[src/isd_pkg.sv]
package isd_pkg;

    localparam int SAMPLE_BITS = 16;
    localparam int ACCEL_ENERGY_W = 2 * SAMPLE_BITS + 1;
    localparam int GYRO_ENERGY_W = 2 * SAMPLE_BITS;
    localparam int SUM_W = 41;
    localparam int COUNT_W = 9;
    localparam int GRAVITY_W = 15;
    localparam int LIMIT_W = 16;
    localparam int CFG_DATA_W = 16;
    localparam int DEFAULT_MAX_WINDOW = 256;
    localparam int QUEUE_DEPTH = 4;

    localparam logic [GRAVITY_W-1:0] GRAVITY_RESET = 15'd20081;
    localparam logic [LIMIT_W-1:0] ACCEL_LIMIT_RESET = 16'd102;
    localparam logic [LIMIT_W-1:0] GYRO_LIMIT_RESET = 16'd41;
    localparam int WINDOW_RESET = 200;

    typedef enum logic [1:0] {
        CFG_GRAVITY_LEVEL,
        CFG_ACCEL_RMS_LIMIT,
        CFG_GYRO_RMS_LIMIT,
        CFG_WINDOW_LENGTH
    } cfg_index_t;

    typedef struct packed {
        logic signed [SAMPLE_BITS-1:0] accel_x;
        logic signed [SAMPLE_BITS-1:0] accel_y;
        logic signed [SAMPLE_BITS-1:0] accel_z;
        logic signed [SAMPLE_BITS-1:0] rate_x;
        logic signed [SAMPLE_BITS-1:0] rate_y;
        logic signed [SAMPLE_BITS-1:0] rate_z;
    } sample_t;

    typedef struct packed {
        logic                      sample_taken;
        logic [COUNT_W-1:0]        sample_count;
        logic [SUM_W-1:0]          accel_energy_sum;
        logic [SUM_W-1:0]          gyro_energy_sum;
        logic                      stationary;
    } result_t;

    typedef struct packed {
        logic                      taken;
        logic [ACCEL_ENERGY_W-1:0] accel_energy;
        logic [GYRO_ENERGY_W-1:0]  gyro_energy;
    } energy_t;

    typedef struct packed {
        logic                      clear;
        logic [COUNT_W-1:0]        window_len;
        logic [SUM_W-1:0]          accel_thr;
        logic [SUM_W-1:0]          gyro_thr;
    } window_ctrl_t;

endpackage

[src/isd_queue.sv]
module isd_queue #(
    parameter type item_t = logic,
    parameter int DEPTH = isd_pkg::QUEUE_DEPTH
) (
    input  logic                       clk,
    input  logic                       rst_n,
    input  logic                       push,
    input  item_t                      push_item,
    input  logic                       pop,
    output item_t                      pop_item,
    output logic                       empty,
    output logic [$clog2(DEPTH+1)-1:0] count
);
    import isd_pkg::*;

    localparam int AW = (DEPTH > 1) ? $clog2(DEPTH) : 1;
    localparam int CW = $clog2(DEPTH + 1);

    item_t            store [DEPTH];
    logic [AW-1:0]    wr_ptr_reg;
    logic [AW-1:0]    wr_ptr_next;
    logic [AW-1:0]    rd_ptr_reg;
    logic [AW-1:0]    rd_ptr_next;
    logic [CW-1:0]    count_reg;
    logic [CW-1:0]    count_next;
    logic             pop_ok;

    always_comb
    begin
        pop_ok = pop && (count_reg != '0);
        wr_ptr_next = wr_ptr_reg;
        rd_ptr_next = rd_ptr_reg;
        count_next = count_reg;
        if (push)
        begin
            wr_ptr_next = (wr_ptr_reg == AW'(DEPTH - 1)) ? '0 : wr_ptr_reg + AW'(1);
        end
        if (pop_ok)
        begin
            rd_ptr_next = (rd_ptr_reg == AW'(DEPTH - 1)) ? '0 : rd_ptr_reg + AW'(1);
        end
        if (push && !pop_ok)
        begin
            count_next = count_reg + CW'(1);
        end
        else if (!push && pop_ok)
        begin
            count_next = count_reg - CW'(1);
        end
    end

    always_ff @(posedge clk)
    begin
        if (push)
        begin
            store[wr_ptr_reg] <= push_item;
        end
    end

    always_ff @(posedge clk or negedge rst_n)
    begin
        if (!rst_n)
        begin
            wr_ptr_reg <= '0;
            rd_ptr_reg <= '0;
            count_reg <= '0;
        end
        else
        begin
            wr_ptr_reg <= wr_ptr_next;
            rd_ptr_reg <= rd_ptr_next;
            count_reg <= count_next;
        end
    end

    assign pop_item = store[rd_ptr_reg];
    assign empty = (count_reg == '0);
    assign count = count_reg;

endmodule

[config.mk]
export PLATFORM = sky130hd
export DESIGN_NAME = isd_queue
export DESIGN_NICKNAME = d
export VERILOG_FILES = /design/src/isd_pkg.sv /design/src/isd_queue.sv
export SDC_FILE = /design/constraint.sdc
export NUM_CORES = 1
export LEC_CHECK = 0
export BUFFER_PORTS_ARGS = -buffer_cell sky130_fd_sc_hd__buf_2
export CAP_MARGIN = 30
export CORE_AREA = 3 3 40 42
export DETAILED_ROUTE_END_ITERATION = 6
export DIE_AREA = 0 0 43 45
export PLACE_DENSITY_LB_ADDON = 0.08
export SLEW_MARGIN = 20
export SYNTH_ARGS = -nofsm -noshare
export SYNTH_HDL_FRONTEND = slang
export SYNTH_SLANG_ARGS = --single-unit
[constraint.sdc]
create_clock -name clk -period 2.88 [get_ports clk]
set_input_delay 0 -clock clk [delete_from_list [all_inputs] [get_ports clk]]
set_output_delay 0 -clock clk [all_outputs]
set_load 0.02 [all_outputs]
==> results.md <==
- The floorplan step defined a die boundary enclosing 1940 sq um.
- The commonest cells after synthesis are 7 x sky130_fd_sc_hd__dfrtp_1, 6 x sky130_fd_sc_hd__ha_1, 4 x sky130_fd_sc_hd__and2_1, 4 x sky130_fd_sc_hd__edfxtp_1, 4 x sky130_fd_sc_hd__inv_1.
- The estimated wirelength of the detail-placed design is 666 um.
- Walking the worst path, the cells encountered are nor3_2, nand2b_4, ha_1, inv_1, fa_1, xor2_1, nor2_1, xor2_1.
- The sort of element at the start of the critical path is a flip-flop.
- The met3 layer usage reported by global route is 0.0239.
- The combined area of all synthesized cells is 571 sq um.
- The met2 layer usage reported by global route is 0.171.
- For this block, the via count after detailed routing is 338.
- Yosys mapped a number of flops with a built-in enable equal to 4.
- The critical path data required time is 3.08 ns.
- The number of maximum-capacitance constraint violations is 0.
- The number of iterations in the first detailed-routing pass is 5.
- The buffers plus inverters on the worst setup path is 1.
- The clock tree from TritonCTS is built.
- In this run the worst hold path is classified as input pin to flip-flop.
- The final cycle utilization of the critical path is 0.677.
- The cell that appears most often on the critical path is sky130_fd_sc_hd__xor2_1.
- The total of cells resized after clock tree synthesis is 0.
- The cell family contributing the most delay on the critical path is adder cells.
- After technology mapping, the gate count stands at 41.
- By area the synthesized netlist is led by sky130_fd_sc_hd__dfrtp_1 31%, sky130_fd_sc_hd__edfxtp_1 21%, sky130_fd_sc_hd__ha_1 13%.
- The critical path is of the flip-flop to flip-flop type.
- The fraction of synthesized cell area in xor and xnor cells is 0.0461.
- The number of placed I/O pins is 10.
- The worst-case IR drop observed on VDD is 0.000456 V.
- For this run, the total global-route usage over all layers was measured as 0.106.
- The final RePlAce weighted congestion is 0.749.
- The final-layout setup total negative slack is 0 ns.
- The root buffer cell is sky130_fd_sc_hd__clkbuf_4.
- The proportion of synthesized flip-flops having asynchronous set or reset is 0.636.
- After global routing, the most crowded layer is met2.
- The final worst clock skew is 0.000409 ns.
- The fraction of the mapped netlist area in compound gates is 0.0175.
- The clock-pin slew on the worst setup and hold paths is 0.07 ns.
- For this run, the slowest stage of the critical path takes 0.44 ns.
- The number of routed nets with antenna violations is 0.
- The startpoint identified for the worst register-to-register timing path is count[0].
- Power spread over the standard cell area amounts to 1010 nW/um^2.
- The remaining global-route overflow is 0.
- The share of synthesized area in the top cell type comes to 0.307.
- The distinct cell type count of the synthesized netlist is 17.
- STA puts the critical path data arrival time at 2.15 ns.
- The most numerous cell in the Yosys netlist is sky130_fd_sc_hd__dfrtp_1.
- The total of warnings raised by yosys is 0.
- In this run the vertical extent of the chip is 45 um.
- The post-route total power is 0.000689 W.
- Hold timing on the final database bottoms out at a slack of 0.00635 ns.
- The post-route cell area is 681 sq um.
- In this run the static leakage power is 0.315 nW.
- The area growth from synthesis to layout is 19.3%.
- The register with the most flip-flops in the layout has 4 of them.
- The number of sinks driven by the clock tree is 11.
- Of the synthesized area, sequential elements account for 0.518.
- Of the total synthesized cell area, the portion taken by full adders, half adders and majority gates is 0.167.
- In this run the deepest clock path goes through 2 buffers.
- For this run, the leading register cell type out of synthesis is sky130_fd_sc_hd__dfrtp_1.
- The number of nets in the synthesized netlist is 53.
- Dividing the detail-routed via count by the number of cells gives 4.76.
- The remaining max-slew budget at the tightest pin is 0.868.
- The number of hold violations in the final report is 0.
- After the first detailed-routing iteration, the DRC count stood at 2.
- The first global-routing pass estimated 1420 um of wire.
- Measured against the total synthesized area, the mux share comes to 0.112.
- The run finished with clean final reports.
- The floorplan has 13 rows.
- After detailed routing, the total wire length is 850 um.
- For this run, global-route usage on met1 was measured as 0.120.
- The cell type of the slowest stage on the worst timing path is sky130_fd_sc_hd__dfrtp_1.
- The number of input and output port buffers inserted is 9.
- The count of unresolved DRC violations after routing is 0.
- Entering global routing, the biggest net connects 10 pins.
- In this run the worst setup path begins at count[0].
- Setup repair after global routing left no endpoint under its margin.
- The initial utilization of the core area, before any placement, comes to 0.444.
- The post-synthesis share of cell area spent on and, or, nand and nor gates is 0.114.
- Clock tree synthesis inserted a total of 3 buffers.
- The maximum clock frequency is 513 MHz.
- The core region is 1280 sq um.
- Clock latency on the worst-skew pair, taken at its later pin, is 0.27 ns.
- Synthesis inferred 11 register bits.
- The cell accounting for the most synthesized area is sky130_fd_sc_hd__dfrtp_1.
- The placed instances occupy a cell area of 634 sq um.
- In this run the worst path has a maximum fanout of 4.
- In the final layout, the share of cells above drive strength 1 is 0.321.
- The worst hold path startpoint is push.
- The number of inserted diodes is 0.
- The wire length per cell after detailed routing is 12.0 um.
- The initial antenna violation count was 0.
- After synthesis, the largest family of logic cells by area is adder cells.
- The final critical delay including setup and external delays is 1.95 ns.
- Each instance of the synthesized netlist takes up on average 13.9 sq um.
- The count of fill cells added during filler insertion is 111.
- At the pin with the least slew margin, the transition time is 0.198 ns.
- The horizontal extent of the die is 43 um.
- The via count of the first global-routing pass is 339.
- Setup violations remaining at the end of the flow were counted as 0.
- The endpoint kind of the worst setup timing path is a flip-flop.
- CTS built an H-tree with a depth of 1.
- The final layout contains 69 nets.
- The final max-slew violation count is 0.
-- path summary, 6_finish.rpt --
check                           endpoint  slack [ns]  depth (start not counted)
max                             count[2]        0.93                          8
min reg2reg                     count[2]        0.52                          1
min                        wr_ptr_reg[0]       0.006                          2
max reg2reg                     count[2]        0.93                          8
max in group asynchronous  rd_ptr_reg[0]        2.63                          2
min in group asynchronous  wr_ptr_reg[1]        0.09                          2
-- cell type report --
type	instances	area, sq um	area share
Clock buffer	4	26.3	0.0386
Multi-Input combinational cell	26	260	0.382
Sequential cell	11	295	0.434
Inverter	4	15.0	0.0221
Tap cell	15	18.8	0.0276
Timing Repair Buffer	11	65.1	0.0956
-- cells by family (layout without fill, tap and decap cells) --
logic type      count (synthesis)  count (layout)
xor+xnor                        3               3
fa+ha+maj                       7               7
flops                          11              11
simple gates                   10              10
mux                             4               4
buf+inv                         4              19
compound gates                  2               2
-- cells in the final DEF (no fill, tap or decap), types with 3 or more instances in the layout --
cell type / instances
sky130_fd_sc_hd__dfrtp_1: 7
sky130_fd_sc_hd__inv_1: 4
sky130_fd_sc_hd__and2_1: 4
sky130_fd_sc_hd__ha_1: 6
sky130_fd_sc_hd__edfxtp_1: 4
sky130_fd_sc_hd__clkbuf_4: 3
sky130_fd_sc_hd__buf_2: 9
-- what timing repair did --
| item | 4_1_cts | 5_1_grt |
|---|---|---|
| buffers inserted | 0 | 0 |
| hold buffers | 2 | 0 |
| endpoints found under the hold margin | 11 | 0 |
-- stage by stage --
step / setup slack (ns) / std cells / util
floorplan: 0.685 / 41 / -
global placement: 0.994 / 65 / 0.494
detailed placement: 0.939 / 65 / 0.494
CTS: 0.913 / 71 / 0.530
global route: 0.804 / 71 / 0.530
finish: 0.930 / 71 / 0.530
-- where the power goes --
group          internal (W)  switching [W]  total (W)
sequential         0.000224      0.0000575   0.000281
combinational      0.000154       0.000148   0.000302
clock             0.0000537      0.0000520   0.000106
-- layer usage --
layer	routed length, um	part of all wire
met1	344	0.40
met2	445	0.52
met3	33	0.039
met4	27	0.032
met5	0	0
Note: power is estimated with default switching activity, not from simulation.
