**src/isd_pkg.sv**
```systemverilog
package isd_pkg;

    localparam int SAMPLE_BITS = 16;
    localparam int ACCEL_ENERGY_W = 2 * SAMPLE_BITS + 1;
    localparam int GYRO_ENERGY_W = 2 * SAMPLE_BITS;
    localparam int SUM_W = 41;
    localparam int COUNT_W = 9;
    localparam int GRAVITY_W = 15;
    localparam int LIMIT_W = 16;
    localparam int CFG_DATA_W = 16;
    localparam int DEFAULT_MAX_WINDOW = 256;
    localparam int QUEUE_DEPTH = 4;

    localparam logic [GRAVITY_W-1:0] GRAVITY_RESET = 15'd20081;
    localparam logic [LIMIT_W-1:0] ACCEL_LIMIT_RESET = 16'd102;
    localparam logic [LIMIT_W-1:0] GYRO_LIMIT_RESET = 16'd41;
    localparam int WINDOW_RESET = 200;

    typedef enum logic [1:0] {
        CFG_GRAVITY_LEVEL,
        CFG_ACCEL_RMS_LIMIT,
        CFG_GYRO_RMS_LIMIT,
        CFG_WINDOW_LENGTH
    } cfg_index_t;

    typedef struct packed {
        logic signed [SAMPLE_BITS-1:0] accel_x;
        logic signed [SAMPLE_BITS-1:0] accel_y;
        logic signed [SAMPLE_BITS-1:0] accel_z;
        logic signed [SAMPLE_BITS-1:0] rate_x;
        logic signed [SAMPLE_BITS-1:0] rate_y;
        logic signed [SAMPLE_BITS-1:0] rate_z;
    } sample_t;

    typedef struct packed {
        logic                      sample_taken;
        logic [COUNT_W-1:0]        sample_count;
        logic [SUM_W-1:0]          accel_energy_sum;
        logic [SUM_W-1:0]          gyro_energy_sum;
        logic                      stationary;
    } result_t;

    typedef struct packed {
        logic                      taken;
        logic [ACCEL_ENERGY_W-1:0] accel_energy;
        logic [GYRO_ENERGY_W-1:0]  gyro_energy;
    } energy_t;

    typedef struct packed {
        logic                      clear;
        logic [COUNT_W-1:0]        window_len;
        logic [SUM_W-1:0]          accel_thr;
        logic [SUM_W-1:0]          gyro_thr;
    } window_ctrl_t;

endpackage

```
**src/isd_front.sv**
```systemverilog
module isd_front (
    input  logic                              clk,
    input  logic                              rst_n,
    input  logic                              in_valid,
    input  isd_pkg::sample_t                  sample,
    input  logic [isd_pkg::GRAVITY_W-1:0]     gravity,
    output logic                              out_valid,
    output isd_pkg::energy_t                  out_item,
    output logic [1:0]                        inflight
);
    import isd_pkg::*;

    localparam int SB = SAMPLE_BITS;

    logic signed [2*SB-1:0]   p_ax;
    logic signed [2*SB-1:0]   p_ay;
    logic signed [SB:0]       az_diff;
    logic signed [2*SB+1:0]   p_az;
    logic signed [2*SB-1:0]   p_rx;
    logic signed [2*SB-1:0]   p_ry;
    logic signed [2*SB-1:0]   p_rz;

    logic                     v1_reg;
    logic                     taken1_reg;
    logic [2*SB-2:0]          sq_ax_reg;
    logic [2*SB-2:0]          sq_ay_reg;
    logic [2*SB-1:0]          sq_az_reg;
    logic [2*SB-2:0]          sq_rx_reg;
    logic [2*SB-2:0]          sq_ry_reg;
    logic [2*SB-2:0]          sq_rz_reg;

    logic                     v2_reg;
    energy_t                  e2_reg;
    energy_t                  e2_next;

    always_comb
    begin
        p_ax = (2*SB)'(sample.accel_x) * (2*SB)'(sample.accel_x);
        p_ay = (2*SB)'(sample.accel_y) * (2*SB)'(sample.accel_y);
        az_diff = $signed({sample.accel_z[SB-1], sample.accel_z})
                - $signed({{(SB + 1 - GRAVITY_W){1'b0}}, gravity});
        p_az = (2*SB+2)'(az_diff) * (2*SB+2)'(az_diff);
        p_rx = (2*SB)'(sample.rate_x) * (2*SB)'(sample.rate_x);
        p_ry = (2*SB)'(sample.rate_y) * (2*SB)'(sample.rate_y);
        p_rz = (2*SB)'(sample.rate_z) * (2*SB)'(sample.rate_z);
    end

    always_comb
    begin
        e2_next.taken = taken1_reg;
        e2_next.accel_energy = ACCEL_ENERGY_W'(sq_ax_reg) + ACCEL_ENERGY_W'(sq_ay_reg)
                             + ACCEL_ENERGY_W'(sq_az_reg);
        e2_next.gyro_energy = GYRO_ENERGY_W'(sq_rx_reg) + GYRO_ENERGY_W'(sq_ry_reg)
                            + GYRO_ENERGY_W'(sq_rz_reg);
    end

    always_ff @(posedge clk)
    begin
        taken1_reg <= |sample;
        sq_ax_reg <= p_ax[2*SB-2:0];
        sq_ay_reg <= p_ay[2*SB-2:0];
        sq_az_reg <= p_az[2*SB-1:0];
        sq_rx_reg <= p_rx[2*SB-2:0];
        sq_ry_reg <= p_ry[2*SB-2:0];
        sq_rz_reg <= p_rz[2*SB-2:0];
        e2_reg <= e2_next;
    end

    always_ff @(posedge clk or negedge rst_n)
    begin
        if (!rst_n)
        begin
            v1_reg <= 1'b0;
            v2_reg <= 1'b0;
        end
        else
        begin
            v1_reg <= in_valid;
            v2_reg <= v1_reg;
        end
    end

    assign out_valid = v2_reg;
    assign out_item = e2_reg;
    assign inflight = {1'b0, v1_reg} + {1'b0, v2_reg};

endmodule

```
**config.mk**
```make
export PLATFORM = sky130hd
export DESIGN_NAME = isd_front
export DESIGN_NICKNAME = d
export VERILOG_FILES = /design/src/isd_pkg.sv /design/src/isd_front.sv
export SDC_FILE = /design/constraint.sdc
export NUM_CORES = 2
export LEC_CHECK = 0
export BUFFER_PORTS_ARGS = -buffer_cell sky130_fd_sc_hd__clkbuf_2
export CORE_MARGIN = 3
export CORE_UTILIZATION = 55
export DETAILED_ROUTE_END_ITERATION = 7
export GPL_TIMING_DRIVEN = 0
export PLACE_DENSITY = 0.76
export SKIP_CTS_REPAIR_TIMING = 1
export SLEW_MARGIN = 20
export SYNTH_ARGS = -nofsm -noshare
export SYNTH_HDL_FRONTEND = slang
export SYNTH_SLANG_ARGS = --single-unit
```
**constraint.sdc**
```tcl
create_clock -name clk -period 3.4 [get_ports clk]
set_input_delay 0.85 -clock clk [delete_from_list [all_inputs] [get_ports clk]]
set_output_delay 0.85 -clock clk [all_outputs]
set_load 0.01 [all_outputs]
```
==> run_results.csv <==
group,metric,value,unit
outcome,status,"finished with violations",
outcome,violations,"setup timing",
sta,hold_viol_final,0,
place,port_buffers,179,
global_route,overflow,0,
sta,finalCritPeriodShare,2.29,
final_layout,fin_util,0.669,
die,core_area,0.111,mm²
global_route,grt_pass1_vias,48200,
route,drc,0,
route,vias,45300,
clock_tree,root_buffer,"clkbuf_16",
place,place_hpwl,134000,µm
place,post-place-ws,-5.82,ns
yosys,synth-seq-area-share,0.0808,
route,drtIter0Drc,2848,
yosys,synth_edf_count,0,
yosys,synth_top_family_by_area,"adder cells",
sta,rsz0062_at_grt,"yes",
worst_setup_path,reg2reg_depth,10,
yosys,ys_ff_latch,250,
die,die_y,342,µm
global_route,grt_pass1_wl,256000,µm
worst_setup_path,r2r_start,"sq_rz_reg[6]$_DFF_P_",
die,die-area,0.117,mm²
final_layout,syn_to_final_growth,20.0,%
sta,max_freq,0.128,GHz
sta,finalClockSkew,0.0542,ns
yosys,syn_inst,6508,
worst_setup_path,critPathRequiredTime,3.85,ns
final_layout,nets,9177,
sta,worst_pin_slew,1.10,ns
yosys,synth_adder_area_share,0.593,
yosys,yosys_warnings,0,
worst_setup_path,crit_slowest_cell,"fa_1",
global_route,antenna_found_initial,14,
die,fp.dieW,342,µm
yosys,syn-mean-instance-area,9.54,µm²
route,drtAntennaViolNets,0,
yosys,synth_area_leaders,"fa_1, ha_1, inv_1",
sta,fin_tns_setup,-336.11,ns
worst_setup_path,crit_arrival,8.23,ns
route,drt-total-wl,165000,µm
route,wire_per_inst,19.3,µm
global_route,grt_max_degree,13,
yosys,yosys.cell_types.count,85,
clock_tree,clk_latency,0.61,ns
die,fp-row-count,122,
yosys,yosys.area.top_type,"fa_1",
worst_setup_path,critical_path.max_stage_delay,0.52,ns
yosys,synth_top_area_frac,0.479,
yosys,synth_simple_gate_area_frac,0.100,
worst_setup_path,reg2reg_slack,-0.39,ns
route,drt_pass1_iterations,5,
die,boundaryPins,183,
final_layout,drive_above_1_share,0.197,
clock_tree,path_clk_slew,0.06,ns
yosys,synthXorXnorAreaFrac,0.0432,
sta,setup_ws,-4.38,ns
clock_tree,cts_htree_levels,2,
worst_setup_path,r2r-end,"out_item[30]$_DFF_P_",
clock_tree,cts_tree,"done",
clock_tree,cts.sinks,250,
yosys,muxShareOfSynthArea,0.00155,
sta,min_period,7.78,ns
worst_setup_path,cpMostUsedCell,"fa_1",
yosys,synth_ff_type,"dfxtp_1",
sta,drv_slew,0,
die,start_util,0.557,
final_layout,largest_reg_flops,66,
clock_tree,cts_buffers,34,
worst_setup_path,end_kind,"register",
sta,maxSlewHeadroom,0.263,
sta,setup_violations,171,
final_layout,fill_cells,8276,
worst_setup_path,crit_type,"input port to register",
yosys,synth_compound_area_frac,0.0595,
worst_setup_path,start_kind,"input port",
final_layout,register_area,0.00501,mm²
final_layout,multi_input_area,0.0534,mm²
worst_hold_path,holdCritPathClass,"input port to async pin",
global_route,track_usage,0.280,
route,viasPerCell,5.30,
run,drv_cap,0,
place,gp_congestion,0.934,
yosys,async_flop_share,0.00800,
worst_setup_path,crit_fanout,5,
clock_tree,cts_buffer_depth,3,
yosys,synth_area,0.0621,mm²
per-layer routing:
metal | GRT usage | wire [µm]
met5 | 0 | 42
met3 | 0.0510 | 11300
met1 | 0.352 | 62900
met2 | 0.486 | 82500
met4 | 0.0962 | 8160
final cells by class:
cell class,instances,area share
Timing Repair Buffer,464,0.0515
Multi-Input combinational cell,4245,0.717
Clock buffer,42,0.0125
Tap cell,1488,0.0250
Clock inverter,20,0.00359
Inverter,1890,0.0977
Antenna cell,11,0.000369
Buffer,127,0.0255
Sequential cell,250,0.0673
logic make-up (layout without fill, tap and decap cells):
family,Yosys count,count (layout)
compound gates,562,562
xor+xnor,306,306
fa+ha+maj,2051,2051
buf+inv,2018,2543
flops,250,250
mux,9,9
other cells,1,17
simple gates,1311,1311
critical path, delay by kind of cell:
family	cells	cell delay, ns
fa+ha+maj	8	3.38
mux	1	0.20
buf+inv	8	0.59
compound gates	12	1.95
simple gates	5	1.24
placed cells by master (no fill, tap or decap), types with 26 or more instances in the layout:
cell type / synthesis / layout
inv_1: 1879 / 1753
fa_1: 1487 / 1434
ha_1: 564 / 466
nand2_1: 504 / 415
buf_4: 0 / 263
dfxtp_1: 248 / 248
nor2_1: 280 / 227
and2_1: 256 / 219
xnor2_1: 223 / 197
clkbuf_2: 1 / 117
a21oi_1: 176 / 107
inv_2: 5 / 98
ha_4: 0 / 84
a21o_1: 76 / 75
xor2_1: 83 / 74
buf_6: 0 / 67
clkbuf_16: 0 / 61
a21oi_2: 4 / 58
nand2b_1: 54 / 53
fa_2: 0 / 53
nand2_2: 0 / 52
buf_8: 0 / 51
o21ai_0: 80 / 40
and2_4: 0 / 36
buf_12: 0 / 36
nor2b_1: 36 / 34
o21a_1: 36 / 32
nor2_4: 0 / 29
nand2_4: 0 / 29
o21bai_1: 32 / 27
clkinvlp_4: 0 / 27
o21ai_2: 1 / 26
nor3_1: 32 / 26
nand3_1: 32 / 26
worst max-delay path by stage:
stage | from | to | slack [ns] | cells after the start
after global placement | sample[48] | sq_az_reg[30]$_DFF_P_ | -5.62 | 30
final | gravity[1] | sq_az_reg[29]$_DFF_P_ | -4.38 | 34
after floorplan | sample[48] | sq_az_reg[29]$_DFF_P_ | -4.36 | 35
after global routing | sample[48] | sq_az_reg[29]$_DFF_P_ | -4.76 | 35
after detailed placement | sample[48] | sq_az_reg[30]$_DFF_P_ | -5.82 | 30
after CTS | sample[48] | sq_az_reg[30]$_DFF_P_ | -5.23 | 30
through the flow:
stage	instance area (µm²)	hold slack, ns	cells
detailed placement	67700	0.313	8183
CTS	68900	0.00996	8245
floorplan	64800	0.310	6513
finish	74500	0.0330	8537
global placement	67600	0.313	8180
global route	74500	0.0251	8528
synth_stat cells (54+ instances only):
master,n
xor2_1,83
dfxtp_1,248
a21o_1,76
fa_1,1487
ha_1,564
nor2_1,280
and2_1,256
inv_1,1879
nand2b_1,54
clkbuf_1,123
nand2_1,504
o21ai_0,80
a21oi_1,176
xnor2_1,223
Power is left out: the tool's default activity adds up to more than one toggle a clock period on the data nets, which glitch-free logic cannot reach.
